File: src/rtl/core/cia_pkg.sv
// shared types and constants of the complex integer alu
// no dependencies
`timescale 1ns / 1ps
`default_nettype none
package cia_pkg;

  localparam int unsigned OpW  = 16;
  localparam int unsigned ResW = 33;
  localparam int unsigned QW   = 32;

  typedef enum logic [1:0] {
    OP_ADD = 2'd0,
    OP_SUB = 2'd1,
    OP_MUL = 2'd2,
    OP_DIV = 2'd3
  } op_e;

  // payload travelling down the divider stages
  typedef struct packed {
    logic                   is_div;
    logic                   dz;
    logic                   neg_re;
    logic                   neg_im;
    logic [QW-1:0]          rem_re;
    logic [QW-1:0]          rem_im;
    logic [QW-1:0]          dq_re;
    logic [QW-1:0]          dq_im;
    logic [QW-1:0]          den;
    logic signed [ResW-1:0] pass_re;
    logic signed [ResW-1:0] pass_im;
  } div_lane_t;

endpackage
`default_nettype wire

File: src/rtl/core/cia_front.sv
// front end: products and sums in stage one, combination and magnitudes in stage two
// depends on cia_pkg
`timescale 1ns / 1ps
`default_nettype none
module cia_front (
  input  wire logic                           clk_i,
  input  wire logic                           rst_ni,
  input  wire logic                           en_i,
  input  wire logic                           valid_i,
  input  wire logic [1:0]                     opcode_i,
  input  wire logic signed [cia_pkg::OpW-1:0] a_re_i,
  input  wire logic signed [cia_pkg::OpW-1:0] a_im_i,
  input  wire logic signed [cia_pkg::OpW-1:0] b_re_i,
  input  wire logic signed [cia_pkg::OpW-1:0] b_im_i,
  output logic                                valid_o,
  output cia_pkg::div_lane_t                  lane_o
);
  import cia_pkg::*;

  logic                   v1_q;
  op_e                    op_q;
  logic signed [OpW:0]    s_re_q, s_im_q;
  logic signed [2*OpW-1:0] p_rr_q, p_ii_q, p_ri_q, p_ir_q, p_bbr_q, p_bbi_q;
  logic signed [OpW:0]    s_re_d, s_im_d;

  logic                    v2_q;
  div_lane_t               lane_q, lane_d;
  logic signed [ResW-1:0]  mul_re, mul_im, num_re, num_im, neg_num_re, neg_num_im;
  logic [ResW-1:0]         den_w;

  always_comb begin
    unique case (op_e'(opcode_i))
      OP_SUB: begin
        s_re_d = $signed({a_re_i[OpW-1], a_re_i}) - $signed({b_re_i[OpW-1], b_re_i});
        s_im_d = $signed({a_im_i[OpW-1], a_im_i}) - $signed({b_im_i[OpW-1], b_im_i});
      end
      default: begin
        s_re_d = $signed({a_re_i[OpW-1], a_re_i}) + $signed({b_re_i[OpW-1], b_re_i});
        s_im_d = $signed({a_im_i[OpW-1], a_im_i}) + $signed({b_im_i[OpW-1], b_im_i});
      end
    endcase
  end

  always_ff @(posedge clk_i or negedge rst_ni) begin
    if (!rst_ni) begin
      v1_q <= 1'b0;
      v2_q <= 1'b0;
    end else if (en_i) begin
      v1_q <= valid_i;
      v2_q <= v1_q;
    end
  end

  always_ff @(posedge clk_i) begin
    if (en_i) begin
      op_q    <= op_e'(opcode_i);
      s_re_q  <= s_re_d;
      s_im_q  <= s_im_d;
      p_rr_q  <= a_re_i * b_re_i;
      p_ii_q  <= a_im_i * b_im_i;
      p_ri_q  <= a_re_i * b_im_i;
      p_ir_q  <= a_im_i * b_re_i;
      p_bbr_q <= b_re_i * b_re_i;
      p_bbi_q <= b_im_i * b_im_i;
      lane_q  <= lane_d;
    end
  end

  always_comb begin
    mul_re     = ResW'(p_rr_q) - ResW'(p_ii_q);
    mul_im     = ResW'(p_ri_q) + ResW'(p_ir_q);
    num_re     = ResW'(p_rr_q) + ResW'(p_ii_q);
    num_im     = ResW'(p_ir_q) - ResW'(p_ri_q);
    neg_num_re = -num_re;
    neg_num_im = -num_im;
    // squares are non-negative, sum stays below 2^32
    den_w      = ResW'(p_bbr_q) + ResW'(p_bbi_q);

    lane_d         = '0;
    lane_d.is_div  = (op_q == OP_DIV);
    lane_d.den     = den_w[QW-1:0];
    lane_d.dz      = (op_q == OP_DIV) && (den_w == '0);
    lane_d.neg_re  = num_re[ResW-1];
    lane_d.neg_im  = num_im[ResW-1];
    lane_d.dq_re   = num_re[ResW-1] ? neg_num_re[QW-1:0] : num_re[QW-1:0];
    lane_d.dq_im   = num_im[ResW-1] ? neg_num_im[QW-1:0] : num_im[QW-1:0];
    unique case (op_q)
      OP_MUL: begin
        lane_d.pass_re = mul_re;
        lane_d.pass_im = mul_im;
      end
      OP_DIV: begin
        lane_d.pass_re = '0;
        lane_d.pass_im = '0;
      end
      default: begin
        lane_d.pass_re = ResW'(s_re_q);
        lane_d.pass_im = ResW'(s_im_q);
      end
    endcase
  end

  assign valid_o = v2_q;
  assign lane_o  = lane_q;

endmodule
`default_nettype wire

File: config.mk
export PLATFORM = sky130hd
export DESIGN_NAME = cia_front
export DESIGN_NICKNAME = d
export VERILOG_FILES = /design/src/rtl/core/cia_pkg.sv /design/src/rtl/core/cia_front.sv
export SDC_FILE = /design/constraint.sdc
export NUM_CORES = 2
export LEC_CHECK = 0
export BUFFER_PORTS_ARGS = -buffer_cell sky130_fd_sc_hd__buf_2
export CAP_MARGIN = 20
export CORE_ASPECT_RATIO = 1.5
export CORE_MARGIN = 3
export CORE_UTILIZATION = 42
export CTS_CLUSTER_SIZE = 20
export DETAILED_ROUTE_END_ITERATION = 10
export GPL_ROUTABILITY_DRIVEN = 0
export SLEW_MARGIN = 5
export SYNTH_ARGS = -nofsm -noshare
export SYNTH_HDL_FRONTEND = slang
export SYNTH_SLANG_ARGS = --single-unit
File: constraint.sdc
create_clock -name clk_i -period 12.55 [get_ports clk_i]
set_clock_uncertainty 0.15 [all_clocks]
set_input_delay 1.8825 -clock clk_i [delete_from_list [all_inputs] [get_ports clk_i]]
set_output_delay 1.8825 -clock clk_i [all_outputs]
set_load 0.03 [all_outputs]
==> results.sh <==
export IMPL_status="complete, no violations"
export IMPL_drcViolationCount=0
export IMPL_post_cts_resized=0
export IMPL_final_nets=10800
export IMPL_cts_tree="done"
export IMPL_synth_area_per_cell_um2=9.51
export IMPL_placement_io_buffers=236
export IMPL_yosysWarnings=0
export IMPL_crit_cells=22
export IMPL_die_h_um=543
export IMPL_die_w_um=364
export IMPL_cp_start_kind="input port"
export IMPL_vias=57500
export IMPL_dp_hpwl_um=183000
export IMPL_hold_path_class="flop to flop"
export IMPL_critical_path_max_fanout=30
export IMPL_worstSkewPairLatency_ns=0.67
export IMPL_nFillCells=18300
export IMPL_synthTopCellsByArea="fa_1 38%, edfxtp_1 15%, ha_1 11%"
export IMPL_clkSlewWorstSetupHoldPaths_ns=0.06
export IMPL_grt_max_degree=121
export IMPL_cp_data_arrival_time_ns=9.49
export IMPL_cts_buffers=45
export IMPL_rsz0062_at_grt="no"
export IMPL_hold_buffers=0
export IMPL_ant_nets=0
export IMPL_tns_ns=0
export IMPL_slew_headroom_pct=27.3
export IMPL_wl_per_cell_um=20.6
export IMPL_area_delta_synth_final_pct=5.93
export IMPL_synthCells=8499
export IMPL_reg2reg_from="p_ri_q[14]$_DFFE_PP_"
export IMPL_grt_util_all_layers_pct=23.6
export IMPL_worstPathCellList="buf_2 > buf_4 > clkinv_1 > nor2_1 > fa_1 > fa_1 > fa_1 > fa_1 > fa_1 > inv_1 > fa_1 > inv_1 > ha_1 > or3_1 > o21ai_0 > a31oi_1 > a221oi_1 > a21oi_1 > a41o_1 > or4_1 > o21ai_1 > xnor2_1"
export IMPL_worstPathRequired_ns=12.83
export IMPL_synth_ff_type="edfxtp_1"
export IMPL_coreArea_um2=191000
export IMPL_viasPerCell=5.21
export IMPL_clock_path_buffers=3
export IMPL_end_kind="flop"
export IMPL_yosysUniqueCellTypes=101
export IMPL_r2r_cells=15
export IMPL_grt_overflow=0
export IMPL_yosysTopAreaCellShare_pct=37.6
export IMPL_dieArea_um2=198000
export IMPL_post_cts_setup_buffers=0
export IMPL_drtIter0Drc=3216
export IMPL_r2r_setup_slack_ns=7.65
export IMPL_grt_pass1_vias=63500
export IMPL_report_final_slew_viol_count=0
export IMPL_crit_slowest_cell="clkinv_1"
export IMPL_maxCapViolCount=0
export IMPL_min_to="v1_q$_DFFE_PN0P_"
export IMPL_cp_top_family="adder cells"
export IMPL_wl_um=228000
export IMPL_ys_ff_latch=394
export IMPL_hold_path_cell_count=1
export IMPL_crit_top_cell="fa_1"
export IMPL_cts_root_buf="clkbuf_16"
export IMPL_cp_slowest_stage_delay_ns=0.86
export IMPL_rows=196
export IMPL_grt_pass1_wl_um=359000
export IMPL_async_flop_share_pct=0.508
export IMPL_crit_type="input port to flop"
export IMPL_antenna_found_initial=27
export IMPL_num_io_pins=301
export IMPL_post_route_period_util_pct=73.4
export IMPL_setup_violations=0
export IMPL_critical_path_buf_inv_count=5
export IMPL_syn_cell_area_um2=80800
export IMPL_clock_sinks=394
export IMPL_min_from="v1_q$_DFFE_PN0P_"
export IMPL_detail_route_first_pass_iterations=6
export IMPL_timing_fmax_mhz=109
export IMPL_worstMarginPinSlew_ns=1.08
export IMPL_drive_above_1_share_pct=5.26
export IMPL_regToRegEndpoint="lane_o[111]$_DFFE_PP_"
export IMPL_min_period_ns=9.21
export IMPL_htreeDepth=2
export IMPL_ys_seq_area_share_pct=14.6
export IMPL_yosys_area_top_type="fa_1"
export IMPL_initial_core_util_pct=42.4
export IMPL_finalHoldViolCount=0
export IMPL_synth_edf_count=392
-- flip-flops by register name, summed over array words and instances (netlist names), 17 cells and up --
signal   flops
lane_o     166
p_ii_q      32
p_ir_q      32
p_bbr_q     31
s_re_q      17
p_bbi_q     31
s_im_q      17
p_rr_q      32
p_ri_q      32
-- cell families (layout without fill, tap and decap cells) --
kind of cell,count (synthesis),count (layout),share of synthesized area [%]
buf+inv,2349,2325,11.2
fa+ha+maj,2235,2235,48.7
simple gates,2119,2119,12.7
compound gates,915,915,7.44
xor+xnor,475,475,5.15
flops,394,394,14.6
mux,11,11,0.139
other cells,1,79,0.00464
-- cell usage after synthesis (28+ instances only) --
library cell	instances
clkbuf_1	308
ha_1	715
edfxtp_1	392
nor2b_1	55
nor2_1	398
o21a_1	45
a22o_1	30
o21ai_0	159
inv_1	1925
nand3_1	66
and2_1	533
o21bai_1	55
buf_4	64
a21o_1	78
nand2_1	760
fa_1	1520
and3_1	28
xnor2_1	379
nand2b_1	57
a21oi_1	281
nor3_1	96
xor2_1	96
-- worst max-delay path by stage --
stage / from / end / slack, ns
final: b_im_i[15] / p_bbi_q[31]$_DFFE_PP_ / 3.34
after global routing: b_im_i[15] / p_bbi_q[30]$_DFFE_PP_ / 2.91
after CTS: b_im_i[15] / p_bbi_q[30]$_DFFE_PP_ / 3.39
after detailed placement: b_im_i[15] / p_bbi_q[31]$_DFFE_PP_ / 2.67
after global placement: b_im_i[15] / p_bbi_q[31]$_DFFE_PP_ / 2.71
after floorplan: b_im_i[2] / p_ri_q[29]$_DFFE_PP_ / 3.85
-- stage by stage --
step | hold WS, ns | instances | setup slack, ns | utilization, % | instance area, um2
3_3_place_gp | 0.333 | 10900 | 2.71 | 44.1 | 84100
2_1_floorplan | 0.325 | 8562 | 3.85 | - | 81100
5_1_grt | 0.377 | 11000 | 2.91 | 44.9 | 85600
6_report | 0.355 | 11000 | 3.34 | 44.9 | 85600
3_5_place_dp | 0.344 | 10900 | 2.67 | 44.1 | 84100
4_1_cts | 0.359 | 11000 | 3.39 | 44.9 | 85600
-- cell usage in the layout, fill, tap and decap left out, types with 24 or more instances in the layout --
master / instances
a22o_1: 30
o21ai_1: 24
a21o_1: 78
nor2_1: 397
buf_4: 63
nand2b_1: 57
buf_2: 235
conb_1: 64
edfxtp_1: 392
nand3_1: 66
and2_1: 533
nor2b_1: 54
inv_1: 1925
xor2_1: 96
ha_1: 715
o21bai_1: 55
xnor2_1: 379
a21oi_1: 281
and3_1: 28
o31ai_1: 24
clkbuf_16: 45
o21ai_0: 159
nor3_1: 96
fa_1: 1520
o21a_1: 45
nand2_1: 760
-- area by class of cell --
class / instances / area, um2 / area share (%)
diodes: 15 / 37.5 / 0.0438
clock buffers: 50 / 1140 / 1.34
clock inverters: 33 / 369 / 0.431
inverters: 1942 / 7290 / 8.51
multi-input cells: 5819 / 60200 / 70.3
flip-flops and latches: 394 / 11800 / 13.8
well taps: 2475 / 3100 / 3.62
repair buffers: 300 / 1680 / 1.97
-- layer usage --
metal / up-vias / share of wire [%] / global-route usage (%)
met2: 1706 / 50 / 41.5
met3: 513 / 5.8 / 3.94
met1: 29300 / 38 / 27.5
li1: 25900 / - / -
met5: - / 0.070 / 0
met4: 24 / 6.1 / 12.2
Power is not shown: default switching activity piles up to over one toggle a cycle in this logic, so the estimate is an artifact.
