### src/rtl/core/cia_pkg.sv
// shared types and constants of the complex integer alu
// no dependencies
`timescale 1ns / 1ps
`default_nettype none
package cia_pkg;

  localparam int unsigned OpW  = 16;
  localparam int unsigned ResW = 33;
  localparam int unsigned QW   = 32;

  typedef enum logic [1:0] {
    OP_ADD = 2'd0,
    OP_SUB = 2'd1,
    OP_MUL = 2'd2,
    OP_DIV = 2'd3
  } op_e;

  // payload travelling down the divider stages
  typedef struct packed {
    logic                   is_div;
    logic                   dz;
    logic                   neg_re;
    logic                   neg_im;
    logic [QW-1:0]          rem_re;
    logic [QW-1:0]          rem_im;
    logic [QW-1:0]          dq_re;
    logic [QW-1:0]          dq_im;
    logic [QW-1:0]          den;
    logic signed [ResW-1:0] pass_re;
    logic signed [ResW-1:0] pass_im;
  } div_lane_t;

endpackage
`default_nettype wire

### src/rtl/core/cia_div_step.sv
// one restoring division step for both quotient lanes, registered
// depends on cia_pkg
`timescale 1ns / 1ps
`default_nettype none
module cia_div_step (
  input  wire logic               clk_i,
  input  wire logic               rst_ni,
  input  wire logic               en_i,
  input  wire logic               valid_i,
  input  wire cia_pkg::div_lane_t lane_i,
  output logic                    valid_o,
  output cia_pkg::div_lane_t      lane_o
);
  import cia_pkg::*;

  logic            valid_q;
  div_lane_t       lane_q, lane_d;
  logic [QW:0]     t_re, t_im, d_re, d_im;

  always_comb begin
    t_re   = {lane_i.rem_re, lane_i.dq_re[QW-1]};
    t_im   = {lane_i.rem_im, lane_i.dq_im[QW-1]};
    d_re   = t_re - {1'b0, lane_i.den};
    d_im   = t_im - {1'b0, lane_i.den};
    lane_d = lane_i;
    // no borrow means the trial subtraction fits
    lane_d.rem_re = d_re[QW] ? t_re[QW-1:0] : d_re[QW-1:0];
    lane_d.rem_im = d_im[QW] ? t_im[QW-1:0] : d_im[QW-1:0];
    lane_d.dq_re  = {lane_i.dq_re[QW-2:0], ~d_re[QW]};
    lane_d.dq_im  = {lane_i.dq_im[QW-2:0], ~d_im[QW]};
  end

  always_ff @(posedge clk_i or negedge rst_ni) begin
    if (!rst_ni) begin
      valid_q <= 1'b0;
    end else if (en_i) begin
      valid_q <= valid_i;
    end
  end

  always_ff @(posedge clk_i) begin
    if (en_i) begin
      lane_q <= lane_d;
    end
  end

  assign valid_o = valid_q;
  assign lane_o  = lane_q;

endmodule
`default_nettype wire

### config.mk
export PLATFORM = sky130hd
export DESIGN_NAME = cia_div_step
export DESIGN_NICKNAME = d
export VERILOG_FILES = /design/src/rtl/core/cia_pkg.sv /design/src/rtl/core/cia_div_step.sv
export SDC_FILE = /design/constraint.sdc
export NUM_CORES = 1
export LEC_CHECK = 0
export BUFFER_PORTS_ARGS = -buffer_cell sky130_fd_sc_hd__buf_2
export CELL_PAD_IN_SITES_DETAIL_PLACEMENT = 0
export CELL_PAD_IN_SITES_GLOBAL_PLACEMENT = 1
export CORE_ASPECT_RATIO = 1.1
export CORE_MARGIN = 4
export CORE_UTILIZATION = 30
export CTS_CLUSTER_SIZE = 30
export DETAILED_ROUTE_END_ITERATION = 8
export PLACE_DENSITY_LB_ADDON = 0.1
export SLEW_MARGIN = 20
export SYNTH_ARGS = -nofsm -noshare
export SYNTH_HDL_FRONTEND = slang
export SYNTH_SLANG_ARGS = --single-unit
### constraint.sdc
create_clock -name clk_i -period 1.1 [get_ports clk_i]
set_clock_uncertainty 0.1 [all_clocks]
set_input_delay 0.11 -clock clk_i [delete_from_list [all_inputs] [get_ports clk_i]]
set_output_delay 0.11 -clock clk_i [all_outputs]
set_load 0.05 [all_outputs]
==> PnR_summary.wiki <==
{| class="wikitable"
! Metric !! Value
|-
| Result of the run || finished, violations left
|-
| Violations in the final reports || hold timing, setup timing
|-
| Area post-placement || 15950 um2
|-
| Via count of the routed design || 10510
|-
| Routed Wire Length || 45870 um
|-
| Class of the most critical hold timing path || in2reg
|-
| Nets || 2083
|-
| Power dissipated by switching net loads || 10.88 mW
|-
| Overall track demand over capacity in global routing || 21.43%
|-
| Flip-flop and latch count after synthesis || 231
|-
| Signal arrival time at the worst endpoint || 2.78 ns
|-
| Pin count of the biggest net entering global routing || 42
|-
| DRC violations left || 0
|-
| Combinational family with the most area after synthesis || compound AO/OA/AOI/OAI gates
|-
| Complex-gate fraction of the synthesized area || 11.70%
|-
| CTS root buf || sky130_fd_sc_hd__clkbuf_16
|-
| Critical path startpoint category || input port
|-
| Average wire length per cell after detail routing || 20.00 um
|-
| Overall overflow remaining after global route || 0
|-
| Skew-Pair Late Insertion Delay || 0.54 ns
|-
| Maximum buffer depth of the clock tree || 3
|-
| Die Y || 210.6 um
|-
| Post-route worst hold slack || -0.1661 ns
|-
| Internal Power || 22.04 mW
|-
| Synth Area per Inst || 13.58 um2
|-
| Minimum clock period || 2.582 ns
|-
| Synthesized-area fraction occupied by and/or/nand/nor cells || 7.054%
|-
| Post-synthesis sequential area ratio || 61.93%
|-
| Start of the worst register-to-register path || valid_o
|-
| Total count of max-transition violations in the final report || 0
|-
| Worst setup path startpoint || lane_i[129]
|-
| Multi-input logic area || 4608 um2
|-
| Most instantiated flip-flop cell in the synthesis netlist || sky130_fd_sc_hd__edfxtp_1
|-
| Final cell count without fillers || 2293
|-
| Kind of capture point of the worst setup path || flip-flop
|-
| Fraction of power consumed by combinational cells || 37.1%
|-
| Vias in the first global route || 11210
|-
| Number of H-tree levels || 1
|-
| TritonCTS clock tree || yes
|-
| Post-route clock period utilization || 234.7%
|-
| Worst-case register-to-register setup slack || 0.24 ns
|-
| Fraction of layout instances using a drive strength above 1 || 50.25%
|-
| Async S/R FF share, synth || 0.4329%
|-
| Standard-cell rows || 73
|-
| Data required time at the worst endpoint || 1.30 ns
|-
| Maximum fanout count along the critical path || 9
|-
| Routed via count divided by cell count || 4.582
|-
| Post-synthesis mux area share || 4.930%
|-
| Area share of fa/ha/maj cells after synthesis || 7.513%
|-
| Power density normalized to cell area || 1516 nW/um2
|-
| Boundary pin count || 465
|-
| Final critical-path setup slack || -1.482 ns
|-
| Layout fillers || 2974
|-
| IO buf count || 464
|-
| Slew at the pin with the worst max-slew slack || 0.4839 ns
|-
| Xor/xnor cell area share of the yosys netlist || 4.282%
|-
| Netlist cell types || 59
|-
| ANT nets after route || 0
|-
| Count of final setup violators || 297
|-
| Synthesis-to-layout area growth || 94.02%
|-
| Leakage power summed over all cells || 9.615 nW
|-
| Count of endpoints failing hold in the final timing report || 2
|-
| Number of violations reported at the end of detailed-routing iteration 0 || 547
|-
| Final non-filler cell area || 21710 um2
|-
| Core footprint || 36540 um2
|-
| Reg clk slew, reported paths || 0.06 ns
|-
| CP endpoint || lane_o[164]
|-
| Starting density of the core || 30.63%
|-
| Clock power share || 28.5%
|-
| Capturing point of the worst reg2reg path || valid_o
|-
| Clock buffers created by TritonCTS || 27
|-
| Post-synthesis instance area || 11190 um2
|-
| Nets in the synthesized netlist || 1124
|-
| Switching Share || 33.05%
|-
| Number of sinks driven by the clock tree || 231
|-
| Setup CP Type || in2reg
|-
| Warnings, synthesis || 0
|-
| Max IR drop VDD || 0.001278 V
|-
| Proportion of power drawn by flip-flops and latches || 34.4%
|-
| Reg2reg path depth || 1
|-
| Achievable Freq || 387.3 MHz
|-
| Count of placed standard cells including taps || 1979
|-
| Die footprint || 40460 um2
|-
| Normalized max-slew margin || 67.40%
|-
| Last weighted congestion value of the routability-driven placer || 0.8676
|-
| Sequential cell area || 6932 um2
|-
| Number of flops mapped to enable cells by yosys || 230
|-
| Wire length of the first global-routing pass || 66370 um
|-
| Unrepaired setup endpoints after global routing || true
|-
| Max Cap Viol || 0
|-
| Total half-perimeter wirelength after legalization and detailed placement || 33470 um
|-
| Initial antenna violation count || 8
|-
| Die outline width || 192.2 um
|-
| Gate Count Post-Synth || 824
|-
| Drt first pass iters || 5
|}
stage by stage:
step                utilization [%]  setup TNS [ns]  worst slack, ns  total power [mW]
global route                  59.43         -150.36           -1.563             34.25
floorplan                         -         -100.48           -1.661             17.11
global placement              43.66         -132.48           -2.131             20.48
detailed placement            43.66         -135.97           -2.181             20.51
finish                        59.43         -134.62           -1.482             32.91
CTS                           58.46         -142.98           -1.505             32.83
how the worst min path moves through the flow:
stage,from,endpoint,cells past startpoint
floorplan,rst_ni,valid_o,0
global placement,rst_ni,valid_o,1
detailed placement,rst_ni,valid_o,1
CTS,lane_i[67],lane_o[67],1
global route,lane_i[129],lane_o[162],3
finish,lane_i[129],lane_o[162],3
power groups by stage:
stage          clock network, mW  logic (mW)  registers [mW]
3_5_place_dp                   0        9.26            11.3
2_1_floorplan                  0        2.59            14.5
3_3_place_gp                   0        9.23            11.3
4_1_cts                     9.59        11.9            11.3
6_report                    9.38        12.2            11.3
5_1_grt                     10.0        12.8            11.4
routing by layer:
layer  GRT usage (%)  wire [um]
met5               0         45
met4           8.141       1956
met1           24.19      17360
met2           39.19      23550
met3           4.803       2953
final cells by class:
class                           count  area share (%)
Inverter                           49          0.9738
Tap cell                          487           2.806
Multi-Input combinational cell    524           21.22
Sequential cell                   231           31.92
Timing Repair Buffer              950           38.79
Clock inverter                     19           1.089
Antenna cell                        3         0.03457
Clock buffer                       30           3.163
Yosys cell counts, types with 3 or more instances:
library cell	count	share of area, %
sky130_fd_sc_hd__edfxtp_1	230	62
sky130_fd_sc_hd__nand2_1	67	2.2
sky130_fd_sc_hd__ha_1	64	7.2
sky130_fd_sc_hd__o21ai_0	53	2.4
sky130_fd_sc_hd__a21oi_1	51	2.3
sky130_fd_sc_hd__inv_1	48	1.6
sky130_fd_sc_hd__mux2_4	31	4.2
sky130_fd_sc_hd__nor2_1	29	0.97
sky130_fd_sc_hd__xor2_1	28	2.2
sky130_fd_sc_hd__a21o_1	25	1.7
sky130_fd_sc_hd__xnor2_1	23	1.8
sky130_fd_sc_hd__a31oi_1	13	0.73
sky130_fd_sc_hd__nand4_1	13	0.73
sky130_fd_sc_hd__clkbuf_1	11	0.37
sky130_fd_sc_hd__nand3_1	11	0.49
sky130_fd_sc_hd__and3_1	9	0.50
sky130_fd_sc_hd__nand2b_1	8	0.45
sky130_fd_sc_hd__nor2b_1	7	0.39
sky130_fd_sc_hd__o21a_1	6	0.40
sky130_fd_sc_hd__o21bai_1	6	0.40
sky130_fd_sc_hd__o31ai_1	6	0.40
sky130_fd_sc_hd__a211oi_1	5	0.34
sky130_fd_sc_hd__and4_1	5	0.39
sky130_fd_sc_hd__buf_2	5	0.22
sky130_fd_sc_hd__mux2_2	5	0.50
sky130_fd_sc_hd__nor3_1	5	0.22
sky130_fd_sc_hd__a211o_1	4	0.31
sky130_fd_sc_hd__and2_1	3	0.17
sky130_fd_sc_hd__buf_6	3	0.30
sky130_fd_sc_hd__mux2i_1	3	0.27
sky130_fd_sc_hd__o211ai_1	3	0.20
sky130_fd_sc_hd__o22ai_1	3	0.17
sky130_fd_sc_hd__or3_1	3	0.17
flip-flops by register name (all words and copies together), names as in the netlist:
name / flops
lane_o: 230
valid_o: 1
cells in the final DEF, fill, tap and decap left out, types with 9 or more instances in the layout:
cell type / instances
sky130_fd_sc_hd__buf_2: 224
sky130_fd_sc_hd__a31oi_1: 9
sky130_fd_sc_hd__mux2_4: 32
sky130_fd_sc_hd__buf_4: 218
sky130_fd_sc_hd__dlygate4sd3_1: 231
sky130_fd_sc_hd__buf_6: 250
sky130_fd_sc_hd__inv_1: 38
sky130_fd_sc_hd__clkbuf_16: 28
sky130_fd_sc_hd__xor2_1: 28
sky130_fd_sc_hd__buf_12: 17
sky130_fd_sc_hd__ha_1: 50
sky130_fd_sc_hd__nand2_2: 12
sky130_fd_sc_hd__nand4_1: 13
sky130_fd_sc_hd__xnor2_1: 23
sky130_fd_sc_hd__ha_4: 11
sky130_fd_sc_hd__edfxtp_1: 230
sky130_fd_sc_hd__nor2_1: 27
sky130_fd_sc_hd__a21o_1: 25
sky130_fd_sc_hd__o21ai_2: 12
sky130_fd_sc_hd__nand3_1: 11
sky130_fd_sc_hd__nand2_1: 47
sky130_fd_sc_hd__a21oi_1: 47
sky130_fd_sc_hd__o21ai_0: 32
critical path, cell delays in order:
cell,delay (ns)
sky130_fd_sc_hd__buf_8,0.09
sky130_fd_sc_hd__inv_12,0.03
sky130_fd_sc_hd__ha_4,0.15
sky130_fd_sc_hd__fa_2,0.37
sky130_fd_sc_hd__nor2b_2,0.13
sky130_fd_sc_hd__o31a_1,0.24
sky130_fd_sc_hd__o31ai_2,0.10
sky130_fd_sc_hd__a31o_2,0.26
sky130_fd_sc_hd__o21ai_4,0.19
sky130_fd_sc_hd__a21oi_4,0.09
sky130_fd_sc_hd__o21ai_4,0.21
sky130_fd_sc_hd__xor2_4,0.17
sky130_fd_sc_hd__buf_4,0.14
sky130_fd_sc_hd__buf_12,0.13
sky130_fd_sc_hd__mux2_2,0.33
kinds of logic (layout without fill, tap and decap cells):
| kind of cell | after synthesis | count (layout) |
|---|---|---|
| simple gates | 165 | 165 |
| flops | 231 | 231 |
| fa+ha+maj | 66 | 66 |
| mux | 39 | 39 |
| compound gates | 201 | 201 |
| buf+inv | 69 | 1048 |
| xor+xnor | 53 | 53 |
| other cells | 0 | 3 |
what timing repair did:
item	in CTS	in global routing
cloned	4	1
pin swaps	47	38
resized for setup	585	65
setup buffers	23	8
setup endpoints to repair	297	297
hold endpoints to repair	283	3
hold buffers	230	1
(Power assumes the default switching activity.)
